[src/sv/stream_distinct_filter_top_macros.svh]
// Assertion macros for the stream distinct filter.
// Used by stream_distinct_filter_top; no other dependencies.
`ifndef STREAM_DISTINCT_FILTER_TOP_MACROS_SVH
`define STREAM_DISTINCT_FILTER_TOP_MACROS_SVH
// check that a condition implies a consequence in the same cycle
`define SDF_ASSERT_IMPL(label, cond, cons, msg) \
  label: assert property (@(posedge clk) disable iff (rst) (cond) |-> (cons)) \
    else $error(msg);
// check that a condition implies a consequence in the next cycle
`define SDF_ASSERT_NEXT(label, cond, cons, msg) \
  label: assert property (@(posedge clk) disable iff (rst) (cond) |=> (cons)) \
    else $error(msg);
`endif

[src/sv/sdf_pkg.sv]
// Shared types, constants and float compare for the stream distinct filter.
// No dependencies.
package sdf_pkg;
  localparam int unsigned StoreDepth = 64;
  localparam int unsigned ValueW = 32;
  localparam int unsigned DistW = 7;
  localparam int unsigned RemW = 16;

  typedef enum logic [1:0] {
    ST_IDLE,
    ST_SCAN,
    ST_DONE
  } state_t;

  // token travelling down the cell chain
  typedef struct packed {
    logic              active;
    logic              found;
    logic [ValueW-1:0] value;
  } probe_t;

  function automatic logic is_nan(input logic [ValueW-1:0] b);
    return b[30:0] > 31'h7F800000;
  endfunction

  function automatic logic float_eq(input logic [ValueW-1:0] a,
                                    input logic [ValueW-1:0] b);
    if (is_nan(a) || is_nan(b)) return 1'b0;
    if ((a[30:0] | b[30:0]) == 31'd0) return 1'b1;
    return a == b;
  endfunction
endpackage

[src/sv/sdf_cell.sv]
// One store cell: holds a value and its valid bit, compares the passing probe.
// Depends on sdf_pkg.
module sdf_cell (
  input  logic                      clk,
  input  logic                      rst,
  input  logic                      clear,
  input  logic                      write,
  input  sdf_pkg::probe_t           probe_in,
  output sdf_pkg::probe_t           probe_out
);
  logic [sdf_pkg::ValueW-1:0] value;
  logic                       full;

  always_ff @(posedge clk) begin
    if (rst || clear) begin
      full <= 1'b0;
    end else if (write) begin
      full <= 1'b1;
    end
    if (write) begin
      value <= probe_in.value;
    end
  end

  // hand the probe on, marking a match against a filled cell
  always_ff @(posedge clk) begin
    if (rst) begin
      probe_out.active <= 1'b0;
    end else begin
      probe_out.active <= probe_in.active;
    end
    probe_out.value <= probe_in.value;
    probe_out.found <= probe_in.found |
                       (full & sdf_pkg::float_eq(value, probe_in.value));
  end
endmodule

[config.mk]
export PLATFORM = sky130hd
export DESIGN_NAME = sdf_cell
export DESIGN_NICKNAME = d
export VERILOG_FILES = /design/src/sv/stream_distinct_filter_top_macros.svh /design/src/sv/sdf_pkg.sv /design/src/sv/sdf_cell.sv
export SDC_FILE = /design/constraint.sdc
export NUM_CORES = 1
export LEC_CHECK = 0
export BUFFER_PORTS_ARGS = -buffer_cell sky130_fd_sc_hd__buf_2
export CAP_MARGIN = 0
export CORE_UTILIZATION = 31
export DETAILED_ROUTE_END_ITERATION = 16
export REMOVE_ABC_BUFFERS = 1
export SKIP_CTS_REPAIR_TIMING = 1
export SLEW_MARGIN = 10
export SYNTH_ARGS = -nofsm -noshare
export SYNTH_HDL_FRONTEND = slang
export SYNTH_SLANG_ARGS = --single-unit
[constraint.sdc]
create_clock -name clk -period 3 [get_ports clk]
set_input_delay 0.6 -clock clk [delete_from_list [all_inputs] [get_ports clk]]
set_output_delay 0.6 -clock clk [all_outputs]
set_load 0.05 [all_outputs]
==> flow_summary_export.csv <==
group,metric,value,unit
clocking,cts_buffers,9,
detailed_routing,vias_per_cell,4.41,
clocking,cts_root_buf,"clkbuf_8",
power_and_ir_drop,power,2.10,mW
synthesis,yosysSeqAreaShare,0.638,
detailed_routing,drtAntennaViolNets,0,
flow_run,drv_cap,0,
place,dp_hpwl,3960,µm
die,die_w,93.7,µm
die,io_pins,72,
die,fp.dieH,93.7,µm
place,postPlaceCellArea,0.00309,mm²
place,placed_cells,388,
cells_and_area,drive_gt1_frac,0.294,
detailed_routing,drt_iter0_drc,52,
sta,fin_crit_sh,0.574,
place,io_buffers,71,
die,design.core.area,0.00818,mm²
setup_path,regToRegSetupSlack,1.28,ns
synthesis,synth_cell_types,17,
sta,hold_violations,0,
clocking,clockBufferDepth,2,
setup_path,critPathCaptureType,"flip-flop",
global_routing,grt_pass1_wl,8750,µm
detailed_routing,first_pass_iters,4,
detailed_routing,top_layer,"met4",
sta,setup-tns-final,0,ns
power_and_ir_drop,power.density,635,mW/mm²
global_routing,grt_max_degree,34,
setup_path,critical_path.max_fanout,4,
synthesis,synth-seq-cells,67,
setup_path,cp-start-kind,"input port",
sta,clock.fmax,581,MHz
global_routing,gr-usage-all-layers,0.137,
cells_and_area,num-nets-final,363,
setup_path,worstReg2RegStart,"value[5]$_DFFE_PP_",
die,start_util,0.319,
power_and_ir_drop,p_leak,1.59,nW
detailed_routing,drc,0,
sta,slew_violations,0,
cells_and_area,area_growth,26.7,%
cells_and_area,diodes,0,
min_path,hp-start,"probe_in[28]",
power_and_ir_drop,peakVddDrop,0.244,mV
detailed_routing,via_count,1783,
global_routing,antenna_found_initial,0,
detailed_routing,drt-met1-wl,2310,µm
outcome,status,"finished clean",
setup_path,required,3.28,ns
global_routing,grt.overflow.total,0,
setup_path,arrival,2.01,ns
detailed_routing,wire_per_inst,13.1,µm
sta,relSlewSlack,0.490,
clocking,clock_latency,0.34,ns
clocking,clk_pin_slew,0.07,ns
min_path,min_path_type,"in -> reg",
sta,finClkSkew,0.00965,ns
die,rows,33,
detailed_routing,met3_wirelength,254,µm
sta,tightest_slew,0.765,ns
min_path,whs_path_depth,1,
cells_and_area,design_area,0.00330,mm²
clocking,cts_tree,"built",
sta,rsz0062_at_grt,"no",
cells_and_area,instances_no_fill,404,
synthesis,syn-cell-area,0.00261,mm²
sta,min_period,1.72,ns
synthesis,avgSynthCellArea,12.3,µm²
sta,setup_viol_count_final,0,
die,die_area,0.00878,mm²
place,gp_congestion,0.778,
setup_path,r2r-end,"probe_out[32]$_DFF_P_",
clocking,htreeDepth,3,
detailed_routing,dr_wl_met2,2580,µm
setup_path,rr_worst_depth,7,
synthesis,yosys_warnings,0,
synthesis,syn_inst,212,
setup_path,criticalPathCategory,"in -> reg",
min_path,worstHoldEndpoint,"probe_out[28]$_DFF_P_",
detailed_routing,routed_wirelength,5280,µm
global_routing,grt_pass1_vias,1856,
clocking,cts_sinks,67,
cells_and_area,fin_util,0.404,
## synthesized netlist by cell type
cell / number / area (µm²)
dfxtp_1: 35 / 701
o311ai_1: 1 / 8.76
nand2_1: 3 / 11.3
edfxtp_1: 32 / 961
nor4_2: 3 / 37.5
inv_1: 62 / 233
xnor2_1: 1 / 8.76
ha_1: 31 / 388
nor2_1: 3 / 11.3
nand3_1: 2 / 10.0
o21ai_1: 1 / 5.00
nor4_1: 16 / 100
o21bai_1: 1 / 7.51
a21oi_1: 1 / 5.00
nor3_1: 5 / 25.0
nand4_1: 14 / 87.6
nor2b_1: 1 / 6.26
## final cells by class
| cell class | count | area (µm²) |
|---|---|---|
| Clock buffer | 11 | 131 |
| Timing Repair Buffer | 71 | 355 |
| Multi-Input combinational cell | 83 | 712 |
| Sequential cell | 67 | 1660 |
| Fill cell | 835 | 4870 |
| Tap cell | 105 | 131 |
| Inverter | 62 | 233 |
| Clock inverter | 5 | 77.6 |
## metal layers
layer,track usage,vias up
met1,0.158,833
met4,0.0808,0
met2,0.226,50
li1,-,889
met3,0.0380,11
met5,0,-
## stage by stage
stage | setup slack [ns] | hold WS (ns)
2_1_floorplan | 1.35 | 0.452
3_3_place_gp | 0.885 | 0.487
3_5_place_dp | 0.936 | 0.484
4_1_cts | 1.30 | 0.371
5_1_grt | 1.16 | 0.381
6_report | 1.28 | 0.391
## layout by cell type, fill, tap and decap left out, types with 5 or more instances in the layout
master     n
nand4_1   14
inv_1     62
ha_1      31
edfxtp_1  32
nor3_1     5
nor4_1    16
buf_2     71
dfxtp_1   35
clkbuf_8   9
## sequential cells by signal, summed over array words and instances, names as in the netlist
signal	cells
full	1
probe_out	34
value	32
## power by group
group | leakage, nW | internal, mW | switching [mW]
Clock | 0.103 | 0.466 | 0.336
Combinational | 0.880 | 0.0739 | 0.177
Sequential | 0.608 | 1.02 | 0.0233
## critical path, cell delays in order
cell and delay (ns):
buf_2 0.12, inv_1 0.05, ha_1 0.28, nor4_1 0.42, nand4_1 0.14, nor3_1 0.19, a21oi_1 0.06, o21bai_1 0.14
## cell families (layout without fill, tap and decap cells)
logic type,after synthesis,in the layout,synth area share
DFF,67,67,0.638
adders and majority gates,31,31,0.149
xor gates and xnor gates,1,1,0.00336
buffers and inverters,62,149,0.0893
and+or+nand+nor,47,47,0.111
AOI/OAI and AO/OA,4,4,0.0101
## worst max-delay path by stage
stage / from / end / slack (ns)
after CTS: value[0]$_DFFE_PP_ / probe_out[32]$_DFF_P_ / 1.30
after detailed placement: probe_in[4] / probe_out[32]$_DFF_P_ / 0.94
final: probe_in[4] / probe_out[32]$_DFF_P_ / 1.28
after global routing: value[5]$_DFFE_PP_ / probe_out[32]$_DFF_P_ / 1.16
after floorplan: probe_in[1] / probe_out[32]$_DFF_P_ / 1.35
after global placement: probe_in[0] / probe_out[32]$_DFF_P_ / 0.88
Power figures use the tool's default switching activity.
